### src/rtl/ntab_pkg.sv
// ----------------------------------------------------------------------------
// ntab_pkg
// Shared types and constants of the neighbour table.
// ----------------------------------------------------------------------------
package ntab_pkg;

    localparam int ID_W    = 8;
    localparam int STAMP_W = 32;
    localparam int DIST_W  = 8;
    localparam int TMO_W   = 16;
    localparam int CNT_W   = 5;    // width of the reported count
    localparam int CFG_IDX_W  = 8;
    localparam int CFG_DATA_W = 16;

    // configuration register indexes
    localparam logic [CFG_IDX_W-1:0] CFG_FOOD_ID = 8'd0;
    localparam logic [CFG_IDX_W-1:0] CFG_TIMEOUT = 8'd1;

    localparam logic [TMO_W-1:0] TIMEOUT_RST = 16'd32;

    // one table entry as held in the memory
    typedef struct packed {
        logic [ID_W-1:0]    id;
        logic [STAMP_W-1:0] stamp;
        logic [DIST_W-1:0]  distance;
    } t_entry;

endpackage

### src/rtl/neighbor_table_with_aging_top.sv
// ----------------------------------------------------------------------------
// neighbor_table_with_aging_top
// Neighbour table with aging: message items refresh or append, tick items
// drop stale entries; every item reports count, mean distance and food flag.
// ----------------------------------------------------------------------------
// Item time is set by the single-port entry memory walk and the
//   bit-serial divider.
// Throughput: one item at a time; busy stays high until the result strobe.
// Reset: synchronous, active low; table emptied, food id 0, timeout 32.
// The result strobe is one cycle wide; the receiver cannot stall it.
// ----------------------------------------------------------------------------
module neighbor_table_with_aging_top #(
    parameter int MAX_NEIGHBORS = 16
) (
    input  logic                              i_clk,
    input  logic                              i_rst_n,
    // item channel
    input  logic                              i_start,
    output logic                              o_busy,
    input  logic                              i_action,
    input  logic [ntab_pkg::STAMP_W-1:0]      i_now,
    input  logic [ntab_pkg::ID_W-1:0]         i_sender_id,
    input  logic [ntab_pkg::DIST_W-1:0]       i_distance,
    // result
    output logic                              o_result_valid,
    output logic [ntab_pkg::CNT_W-1:0]        o_neighbor_count,
    output logic [ntab_pkg::DIST_W-1:0]       o_mean_distance,
    output logic                              o_food_in_range,
    // configuration writes
    input  logic                              i_cfg_valid,
    output logic                              o_cfg_ready,
    input  logic [ntab_pkg::CFG_IDX_W-1:0]    i_cfg_index,
    input  logic [ntab_pkg::CFG_DATA_W-1:0]   i_cfg_data
);
    import ntab_pkg::*;

    // IW indexes the memory, CW holds a count up to MAX_NEIGHBORS
    localparam int IW = (MAX_NEIGHBORS > 1) ? $clog2(MAX_NEIGHBORS) : 1;
    localparam int CW = $clog2(MAX_NEIGHBORS + 1);
    // widest possible distance sum
    localparam int SW = $clog2(MAX_NEIGHBORS * 255 + 1);

    localparam logic [CW-1:0] C_ONE  = CW'(1);
    localparam logic [CW-1:0] C_FULL = CW'(MAX_NEIGHBORS);
    localparam logic [IW-1:0] I_LAST = IW'(MAX_NEIGHBORS - 1);

    typedef enum logic [6:0] {
        S_IDLE    = 7'b0000001,
        S_SEARCH  = 7'b0000010,   // walk entries looking for the sender id
        S_TK_RD   = 7'b0000100,   // issue read of the slot under test
        S_TK_TEST = 7'b0001000,   // age check, fetch last entry if stale
        S_TK_MOVE = 7'b0010000,   // last entry moves into the freed slot
        S_SUM     = 7'b0100000,   // walk entries: distance sum, food check
        S_DIV     = 7'b1000000    // mean = sum / count
    } t_state;

    t_state            r_state;
    logic [CW-1:0]     r_count;
    logic [ID_W-1:0]   r_food_id;
    logic [TMO_W-1:0]  r_timeout;

    // item latched at acceptance
    logic [STAMP_W-1:0] r_now;
    logic [ID_W-1:0]    r_id;
    logic [DIST_W-1:0]  r_dist;

    // walk pointers: r_ptr ascends (search, sum), r_k descends (aging)
    logic [CW-1:0]     r_ptr;
    logic [CW-1:0]     r_k;
    logic              r_pend;      // memory read data is valid this cycle
    logic [IW-1:0]     r_pidx;      // slot that read data belongs to
    logic [SW-1:0]     r_sum;
    logic              r_food;
    logic              r_div_start;

    logic                r_res_valid;
    logic [CNT_W-1:0]    r_res_count;
    logic [DIST_W-1:0]   r_res_mean;
    logic                r_res_food;

    // entry memory, registered read
    t_entry            r_mem [MAX_NEIGHBORS];
    t_entry            r_rd_data;
    logic [IW-1:0]     rd_addr;
    logic              mem_we;
    logic [IW-1:0]     wr_addr;
    t_entry            wr_data;

    logic [CW-1:0]     k_m1;
    logic [CW-1:0]     last;
    logic              hit_now;
    logic              full;
    logic              expired;
    logic [STAMP_W-1:0] age;
    logic [IW-1:0]     msg_slot;
    logic              search_end;
    logic              div_done;
    logic [SW-1:0]     div_q;

    assign k_m1    = r_k - C_ONE;
    assign last    = r_count - C_ONE;
    assign full    = (r_count == C_FULL);
    assign hit_now = r_pend && (r_rd_data.id == r_id);
    assign age     = r_now - r_rd_data.stamp;
    assign expired = age > {{(STAMP_W-TMO_W){1'b0}}, r_timeout};
    assign search_end = hit_now || (r_ptr == r_count);
    // hit refreshes in place; miss appends, or overwrites the top slot when full
    assign msg_slot = hit_now ? r_pidx : (full ? I_LAST : r_count[IW-1:0]);

    always_comb begin
        case (r_state)
            S_TK_RD:   rd_addr = k_m1[IW-1:0];
            S_TK_TEST: rd_addr = last[IW-1:0];
            default:   rd_addr = r_ptr[IW-1:0];
        endcase
    end

    always_comb begin
        mem_we  = 1'b0;
        wr_addr = msg_slot;
        wr_data = '{id: r_id, stamp: r_now, distance: r_dist};
        if (r_state == S_SEARCH && search_end) begin
            mem_we = 1'b1;
        end else if (r_state == S_TK_MOVE) begin
            mem_we  = 1'b1;
            wr_addr = k_m1[IW-1:0];
            wr_data = r_rd_data;
        end
    end

    always_ff @(posedge i_clk) begin
        if (mem_we) begin
            r_mem[wr_addr] <= wr_data;
        end
        r_rd_data <= r_mem[rd_addr];
    end

    always_ff @(posedge i_clk) begin
        if (!i_rst_n) begin
            r_state     <= S_IDLE;
            r_count     <= '0;
            r_food_id   <= '0;
            r_timeout   <= TIMEOUT_RST;
            r_res_valid <= 1'b0;
            r_div_start <= 1'b0;
        end else begin
            r_res_valid <= 1'b0;
            r_div_start <= 1'b0;

            if (i_cfg_valid) begin
                unique case (i_cfg_index)
                    CFG_FOOD_ID: r_food_id <= i_cfg_data[ID_W-1:0];
                    CFG_TIMEOUT: r_timeout <= i_cfg_data[TMO_W-1:0];
                    default: ;
                endcase
            end

            unique case (r_state)
                S_IDLE: begin
                    if (i_start) begin
                        r_now   <= i_now;
                        r_id    <= i_sender_id;
                        r_dist  <= i_distance;
                        r_ptr   <= '0;
                        r_pend  <= 1'b0;
                        r_k     <= r_count;
                        r_state <= i_action ? S_SEARCH : S_TK_RD;
                    end
                end
                S_SEARCH: begin
                    if (search_end) begin
                        // entry written this cycle by the memory port
                        if (!hit_now && !full) begin
                            r_count <= r_count + C_ONE;
                        end
                        r_ptr   <= '0;
                        r_pend  <= 1'b0;
                        r_sum   <= '0;
                        r_food  <= 1'b0;
                        r_state <= S_SUM;
                    end else begin
                        r_pend <= 1'b1;
                        r_pidx <= r_ptr[IW-1:0];
                        r_ptr  <= r_ptr + C_ONE;
                    end
                end
                S_TK_RD: begin
                    if (r_k == '0) begin
                        r_ptr   <= '0;
                        r_pend  <= 1'b0;
                        r_sum   <= '0;
                        r_food  <= 1'b0;
                        r_state <= S_SUM;
                    end else begin
                        r_state <= S_TK_TEST;
                    end
                end
                S_TK_TEST: begin
                    if (expired && k_m1 != last) begin
                        r_state <= S_TK_MOVE;
                    end else begin
                        // stale top entry simply drops off the end
                        if (expired) begin
                            r_count <= last;
                        end
                        r_k     <= k_m1;
                        r_state <= S_TK_RD;
                    end
                end
                S_TK_MOVE: begin
                    r_count <= last;
                    r_k     <= k_m1;
                    r_state <= S_TK_RD;
                end
                S_SUM: begin
                    if (r_pend) begin
                        r_sum <= r_sum + SW'(r_rd_data.distance);
                        if (r_rd_data.id == r_food_id) begin
                            r_food <= 1'b1;
                        end
                    end
                    if (r_ptr != r_count) begin
                        r_pend <= 1'b1;
                        r_ptr  <= r_ptr + C_ONE;
                    end else begin
                        r_pend <= 1'b0;
                        if (!r_pend) begin
                            r_div_start <= 1'b1;
                            r_state     <= S_DIV;
                        end
                    end
                end
                S_DIV: begin
                    if (div_done) begin
                        r_res_valid <= 1'b1;
                        r_res_count <= CNT_W'(r_count);
                        r_res_mean  <= (r_count == '0) ? '0 : div_q[DIST_W-1:0];
                        r_res_food  <= r_food;
                        r_state     <= S_IDLE;
                    end
                end
                default: r_state <= S_IDLE;
            endcase
        end
    end

    ntab_div #(
        .DW (SW),
        .VW (CW)
    ) u_div (
        .i_clk      (i_clk),
        .i_rst_n    (i_rst_n),
        .i_start    (r_div_start),
        .i_dividend (r_sum),
        .i_divisor  (r_count),
        .o_done     (div_done),
        .o_quotient (div_q)
    );

    assign o_busy           = (r_state != S_IDLE);
    assign o_cfg_ready      = 1'b1;
    assign o_result_valid   = r_res_valid;
    assign o_neighbor_count = r_res_count;
    assign o_mean_distance  = r_res_mean;
    assign o_food_in_range  = r_res_food;

endmodule

### src/rtl/ntab_div.sv
// ----------------------------------------------------------------------------
// ntab_div
// Restoring unsigned divider, one quotient bit per cycle.
// ----------------------------------------------------------------------------
module ntab_div #(
    parameter int DW = 14,
    parameter int VW = 5
) (
    input  logic          i_clk,
    input  logic          i_rst_n,
    input  logic          i_start,
    input  logic [DW-1:0] i_dividend,
    input  logic [VW-1:0] i_divisor,
    output logic          o_done,
    output logic [DW-1:0] o_quotient
);
    localparam int CW = $clog2(DW + 1);

    logic [DW-1:0] r_q;
    logic [VW-1:0] r_rem;
    logic [VW-1:0] r_dvs;
    logic [CW-1:0] r_cnt;
    logic          r_run;
    logic          r_done;
    logic [VW:0]   rem_sh;
    logic [VW:0]   rem_sub;
    logic          ge;

    assign rem_sh  = {r_rem, r_q[DW-1]};
    assign rem_sub = rem_sh - {1'b0, r_dvs};
    assign ge      = rem_sh >= {1'b0, r_dvs};

    always_ff @(posedge i_clk) begin
        if (!i_rst_n) begin
            r_run  <= 1'b0;
            r_done <= 1'b0;
            r_cnt  <= '0;
        end else begin
            r_done <= 1'b0;
            if (i_start) begin
                r_run <= 1'b1;
                r_cnt <= '0;
                r_q   <= i_dividend;
                r_rem <= '0;
                r_dvs <= i_divisor;
            end else if (r_run) begin
                r_rem <= ge ? rem_sub[VW-1:0] : rem_sh[VW-1:0];
                r_q   <= {r_q[DW-2:0], ge};
                r_cnt <= r_cnt + CW'(1);
                if (r_cnt == CW'(DW - 1)) begin
                    r_run  <= 1'b0;
                    r_done <= 1'b1;
                end
            end
        end
    end

    assign o_done     = r_done;
    assign o_quotient = r_q;

endmodule

### config.mk
export PLATFORM = sky130hd
export DESIGN_NAME = neighbor_table_with_aging_top
export DESIGN_NICKNAME = d
export VERILOG_FILES = /design/src/rtl/ntab_pkg.sv /design/src/rtl/neighbor_table_with_aging_top.sv /design/src/rtl/ntab_div.sv
export SDC_FILE = /design/constraint.sdc
export NUM_CORES = 1
export LEC_CHECK = 0
export ABC_CLOCK_PERIOD_IN_PS = 11300
export BUFFER_PORTS_ARGS = -buffer_cell sky130_fd_sc_hd__buf_2
export CORE_MARGIN = 2
export CORE_UTILIZATION = 32
export DETAILED_ROUTE_END_ITERATION = 16
export HOLD_SLACK_MARGIN = 0.08
export PLACE_DENSITY_LB_ADDON = 0.08
export SKIP_LAST_GASP = 1
export SYNTH_ARGS = -nofsm -noshare
export SYNTH_HDL_FRONTEND = slang
export SYNTH_SLANG_ARGS = --single-unit
### constraint.sdc
create_clock -name i_clk -period 11.3 [get_ports i_clk]
set_input_delay 1.695 -clock i_clk [delete_from_list [all_inputs] [get_ports i_clk]]
set_output_delay 1.695 -clock i_clk [all_outputs]
set_load 0.005 [all_outputs]
==> results.json, run 1 <==
{
  "status": "finished clean",
  "synthArstFlopShare_pct": 0,
  "synth.distinct_cells": 71,
  "power.total_mw": 11.0,
  "grt_pass1_wl_um": 168000,
  "synthSimpleGateAreaFrac_pct": 6.91,
  "reg2regPathDepth": 22,
  "root_buffer": "clkbuf_16",
  "routed_wl_um": 115000,
  "dpl-instance-area_sq_um": 44600,
  "ys_top_cells_by_area": "edfxtp_1 (63%), mux2_2 (6.0%), mux2i_1 (5.5%)",
  "area_growth_pct": 15.4,
  "die_y_um": 366,
  "critPathKind": "reg -> reg",
  "synth_fa_ha_area_share_pct": 2.14,
  "gr-total-overflow": 0,
  "worstMarginPinSlew_ps": 1250,
  "die_area_sq_um": 134000,
  "gp_congestion": 0.851,
  "hp-start": "r_food",
  "ys.flop_type": "edfxtp_1",
  "synth_edf_count": 880,
  "synth_top_cell_area_share_pct": 63.1,
  "min_to": "o_food_in_range",
  "p_leak_nw": 17.2,
  "final_nets": 3201,
  "final_common_cell": "edfxtp_1",
  "viasPerCell": 4.95,
  "final_cell_mix": "edfxtp_1 (880), nand2_1 (242), mux2i_1 (230)",
  "period_share_pct": 49.7,
  "rsz0062_at_grt": "false",
  "critPathArrivalTime_ps": 5960,
  "multiInputGateArea_sq_um": 12800,
  "drive_gt1_share_pct": 18.8,
  "cts_hold_buffers": 0,
  "ys_ff_latch": 972,
  "cts.path.max_buffers": 3,
  "grt_max_degree": 189,
  "fin_skew_ps": 21.4,
  "netlist_area_sq_um": 41900,
  "hold_violations": 0,
  "cap_violations": 0,
  "synthXorXnorAreaFrac_pct": 1.40,
  "slew_headroom_pct": 16.4,
  "rr_startpoint": "r_now[0]",
  "wl_per_cell_um": 23.5,
  "synth_compound_area_share_pct": 8.21,
  "final-max-slew-violation-count": 0,
  "whs_path_depth": 0,
  "ir_drop_v": 0.000168,
  "clock_sinks": 972,
  "register_area_sq_um": 28300,
  "drtIter0Drc": 1655,
  "cts_tree": "yes",
  "reg2reg_setup_slack_ps": 5680,
  "numPortBuffers": 92,
  "core_sq_um": 130000,
  "synth_top_family_by_area": "multiplexers",
  "dr_total_vias": 24200,
  "worst_setup_path_end_kind": "flip-flop",
  "h-tree-depth": 3,
  "max_stage_delay_ps": 460,
  "rr_endpoint": "r_k[3]",
  "drc": 0,
  "yosysSeqAreaShare_pct": 67.5,
  "avgSynthCellArea_sq_um": 14.3,
  "grt_usage_pct": 16.9,
  "grt_pass1_vias": 24800,
  "synthMuxAreaShare_pct": 11.5,
  "final_core_util_pct": 37.3,
  "setup_viol": 0,
  "worst_ep_required_time_ps": 11640,
  "antenna_left": 0,
  "row_count": 132,
  "synth_cells": 2933,
  "clk_latency_ps": 710,
  "cts_setup_buffers": 0,
  "yosysWarnings": 0,
  "cp_slowest_cell": "a211oi_2",
  "hp-class": "reg -> reg",
  "cts_buffers": 110,
  "cp_common_cell": "a21oi_1",
  "fmaxAchievable_ghz": 0.178,
  "ios": 94,
  "fill_cells": 12300,
  "antenna_found_initial": 2,
  "cts.clk_slew.worst_paths_ps": 60,
  "path_cells": "inv_1 -> ha_1 -> fa_1 -> nand2b_1 -> a21oi_1 -> nor2_1 -> o21ai_0 -> a21o_1 -> a21oi_1 -> xnor2_1 -> ha_1 -> a21o_1 -> a21oi_1 -> o221ai_1 -> o31a_1 -> nor3_1 -> nand4b_1 -> nor4b_1 -> nand4_1 -> a2111oi_4 -> nor3_1 -> a211oi_2",
  "period_needed_ps": 5620,
  "ctsResizeCount": 0,
  "dr.pass1.iters": 7,
  "final_area_sq_um": 48300,
  "die_w_um": 366,
  "hpwlAfterDp_um": 65500,
  "holdWs_ps": 447,
  "initial_utilization_pct": 32.3,
  "cp_max_fo": 5,
  "start_kind": "flip-flop",
  "synth.net_count": 3080,
  "setup_tns_ps": 0,
  "p_per_area_nw_per_um2": 228,
  "synth_largest_area_cell": "edfxtp_1"
}
routing by layer:
metal | GRT usage, % | share of wire (%) | vias to the layer above
li1 | - | - | 11300
met1 | 23.7 | 48 | 12300
met2 | 27.4 | 47 | 457
met3 | 2.25 | 3.3 | 144
met4 | 5.13 | 2.3 | 0
met5 | 0 | 0 | -
through the flow:
stage	setup slack, ps	std cells
after floorplan	6680	2933
after global placement	5820	4684
after detailed placement	5710	4684
after CTS	5700	4892
after global routing	5370	4892
final	5680	4893
cell families (layout without fill, tap and decap cells):
kind of cell,Yosys count,after routing
and+or+nand+nor,630,630
other,1,2
adders and majority gates,70,70
xor gates and xnor gates,67,67
AOI/OAI and AO/OA,510,510
buffers and inverters,230,447
DFF,972,972
muxes,453,453
where the power goes:
group	leakage (nW)	switching [mW]	total, mW	internal [mW]
combinational	6.69	1.88	3.12	1.23
clock	1.81	1.46	3.66	2.20
sequential	8.71	0.130	4.26	4.13
total	17.2	3.47	11.0	7.57
state kept, by name, summed over array words and instances (netlist names), 7 cells and up:
name,count
r_mem,768
u_div.o_quotient,12
r_food_id,8
o_mean_distance,8
r_now,32
r_dist,8
r_state,7
r_rd_data,48
r_timeout,16
r_sum,12
r_id,8
cell type report:
type	instances	share of cell area, %
clock inverters	49	1.23
flip-flops and latches	972	58.5
well taps	1742	4.51
diodes	1	0.00518
multi-input cells	1731	26.5
clock buffers	159	6.50
repair buffers	163	2.13
inverters	76	0.590
critical path: cells and delay by family (launching register included):
kind                       cells  cell delay (ps)
AOI/OAI and AO/OA             10             2540
and+or+nand+nor                7             1250
adders and majority gates      3              960
DFF                            1              340
xor gates and xnor gates       1              150
buffers and inverters          1               50
synthesized netlist by cell type (12+ instances only):
cell type	n
xor2_1	20
nor2b_1	43
edfxtp_1	880
ha_1	67
o211ai_1	101
buf_1	13
mux2_2	223
nor4_1	12
nand2_1	242
buf_4	23
nor3_1	26
nor2_1	150
mux2i_1	230
inv_1	76
o21ai_0	156
dfxtp_1	92
a21oi_1	58
nand3_1	71
nand4_1	18
and2_1	13
o21a_1	55
a211o_1	49
a21o_1	22
clkbuf_1	89
and3_1	14
buf_2	29
xnor2_1	47
worst max-delay path by stage:
stage,to,slack (ps),depth (start not counted),startpoint
floorplan,r_k[0],6680,22,r_now[0]
global placement,r_k[4],5820,22,r_now[0]
detailed placement,r_k[4],5710,22,r_now[0]
CTS,r_k[3],5700,22,r_now[0]
global route,r_k[0],5370,22,r_now[0]
finish,r_k[3],5680,22,r_now[0]
Power figures use the tool's default switching activity.
==> inputs of run 2 (changes only) <==
Settings changed: ABC_CLOCK_PERIOD_IN_PS 11300 to 5400.
Clock period 11.3 ns to 5.4 ns, I/O delays scaled along.
==> results.json, run 2 (synthesis results as in run 1) <==
{
  "gr-total-overflow": 0,
  "grt_pass1_wl_um": 170000,
  "use_met3_pct": 2.14,
  "p_clk_share_pct": 32.3,
  "setup_viol": 0,
  "p_per_area_nw_per_um2": 471,
  "critPathKind": "reg -> reg",
  "netSwitchingFraction_pct": 31.5,
  "dpl-instance-area_sq_um": 45300,
  "period_needed_ps": 5080,
  "final_core_util_pct": 37.7,
  "final_nets": 3234,
  "rsz0062_at_grt": "false",
  "dr_total_vias": 24500,
  "final_area_sq_um": 48900,
  "die_w_um": 366,
  "final_common_cell": "edfxtp_1",
  "busiest_layer": "met2",
  "wl_per_cell_um": 23.6,
  "dr.pass1.iters": 6,
  "antenna_left": 0,
  "grt_max_degree": 141,
  "h-tree-depth": 3,
  "die_y_um": 366,
  "comb_power_share_pct": 29.0,
  "viasPerCell": 4.97,
  "largest_register_ffs": 768,
  "p_int_mw": 15.8,
  "p_sw_mw": 7.24,
  "start_kind": "flip-flop",
  "reg2regPathDepth": 24,
  "drtIter0Drc": 1848,
  "numPortBuffers": 92,
  "clk_latency_ps": 700,
  "pwr-share-seq_pct": 38.8,
  "regMostFlops": "r_mem",
  "root_buffer": "clkbuf_16",
  "p_leak_nw": 17.4,
  "hpwlAfterDp_um": 68100,
  "cts_tree": "yes",
  "critPathArrivalTime_ps": 5490,
  "hold_violations": 0,
  "ir_drop_v": 0.000223,
  "initial_utilization_pct": 32.3,
  "cts_buffers": 108,
  "clock_sinks": 972,
  "setup_tns_ps": 0,
  "antenna_cells": 0,
  "row_count": 132,
  "gp_congestion": 0.834,
  "crit_path_end": "r_k[3]",
  "status": "finished clean",
  "ios": 94,
  "worstMarginPinSlew_ps": 1240,
  "area_growth_pct": 16.8,
  "reg_top3": "r_mem: 768 flops, r_rd_data: 48 flops, r_now: 32 flops",
  "final_cell_mix": "edfxtp_1 (880), nand2_1 (242), mux2i_1 (230)",
  "fmaxAchievable_ghz": 0.197,
  "die_area_sq_um": 134000,
  "reg2reg_setup_slack_ps": 320,
  "fin_skew_ps": 16.9,
  "cap_violations": 0,
  "use_met1_pct": 23.9,
  "grt_pass1_vias": 24700,
  "rr_startpoint": "r_now[0]",
  "worst_ep_required_time_ps": 5810,
  "routed_wl_um": 116000,
  "cts.clk_slew.worst_paths_ps": 60,
  "drc": 0,
  "rr_endpoint": "r_k[3]",
  "drive_gt1_share_pct": 19.5,
  "cp-startpoint": "r_now[0]",
  "final-max-slew-violation-count": 0,
  "fill_cells": 12200,
  "hp-class": "in -> reg",
  "worst_setup_path_end_kind": "flip-flop",
  "cts_hold_buffers": 0,
  "period_share_pct": 94.0,
  "cp_max_fo": 5,
  "cts.path.max_buffers": 3,
  "holdWs_ps": 286,
  "met2_usage_pct": 28.1,
  "slew_headroom_pct": 17.1,
  "antenna_found_initial": 4,
  "grt_usage_pct": 17.1,
  "core_sq_um": 130000
}
run 2: changes by cell type in the layout (fill, tap and decap cells not counted), sizes merged:
cell	change
bufinv	-2
diode	-1
buf	+35
clkinv	+1
clkinvlp	-3
clkbuf	+1
run 2: layout make-up:
| class | instances | area [sq um] | share of cell area [%] |
|---|---|---|---|
| inverters | 76 | 285 | 0.583 |
| flip-flops and latches | 972 | 28300 | 57.8 |
| clock inverters | 45 | 509 | 1.04 |
| repair buffers | 198 | 1730 | 3.54 |
| clock buffers | 160 | 3090 | 6.32 |
| multi-input cells | 1731 | 12900 | 26.3 |
| well taps | 1742 | 2180 | 4.46 |
run 2: worst min-delay path by stage:
stage,startpoint,to,slack (ps),depth (start not counted)
2_1_floorplan,r_food,o_food_in_range,400,0
3_3_place_gp,r_food,o_food_in_range,420,0
3_5_place_dp,r_food,o_food_in_range,440,0
4_1_cts,i_sender_id[7],r_id[7],220,1
5_1_grt,i_distance[0],r_dist[0],250,1
6_report,i_sender_id[7],r_id[7],290,1
run 2: power by group through the flow:
stage	registers (mW)	clock network, mW	logic (mW)
6_report	8.92	7.44	6.67
3_5_place_dp	9.08	0	6.65
4_1_cts	8.92	7.68	6.69
5_1_grt	8.95	7.97	7.35
2_1_floorplan	8.91	0	4.89
3_3_place_gp	9.08	0	6.66
run 2: stage by stage:
step	instances	total power [mW]	worst slack (ps)
6_report	4924	23.0	323
5_1_grt	4924	24.3	28.1
2_1_floorplan	2933	13.8	775
4_1_cts	4921	23.3	9.29
3_5_place_dp	4716	15.7	29.3
3_3_place_gp	4716	15.7	136
run 2: worst max-delay path, stage by stage, from the launching register on:
cell	delay, ps
edfxtp_1	390
inv_1	70
ha_1	190
fa_1	210
nand2b_1	170
a21oi_2	90
buf_4	130
buf_4	120
or3b_1	390
a21oi_1	250
xnor2_1	160
ha_1	260
nand4_1	170
nor3_1	90
a21boi_0	140
o31a_1	330
nor3_1	180
nand4b_1	140
nor4b_2	220
nand4_1	170
a2111oi_4	320
buf_4	180
nor3_1	50
a211oi_2	180
buf_4	170
run 2: per-layer routing:
metal | vias up | wire (um)
met5 | - | 0
li1 | 11400 | -
met1 | 12500 | 55400
met2 | 469 | 55100
met3 | 126 | 3800
met4 | 0 | 1900
run 2: what timing repair did:
action,4_1_cts,5_1_grt
setup endpoints to repair,0,5
buffers inserted,0,3
gates resized for setup,0,6
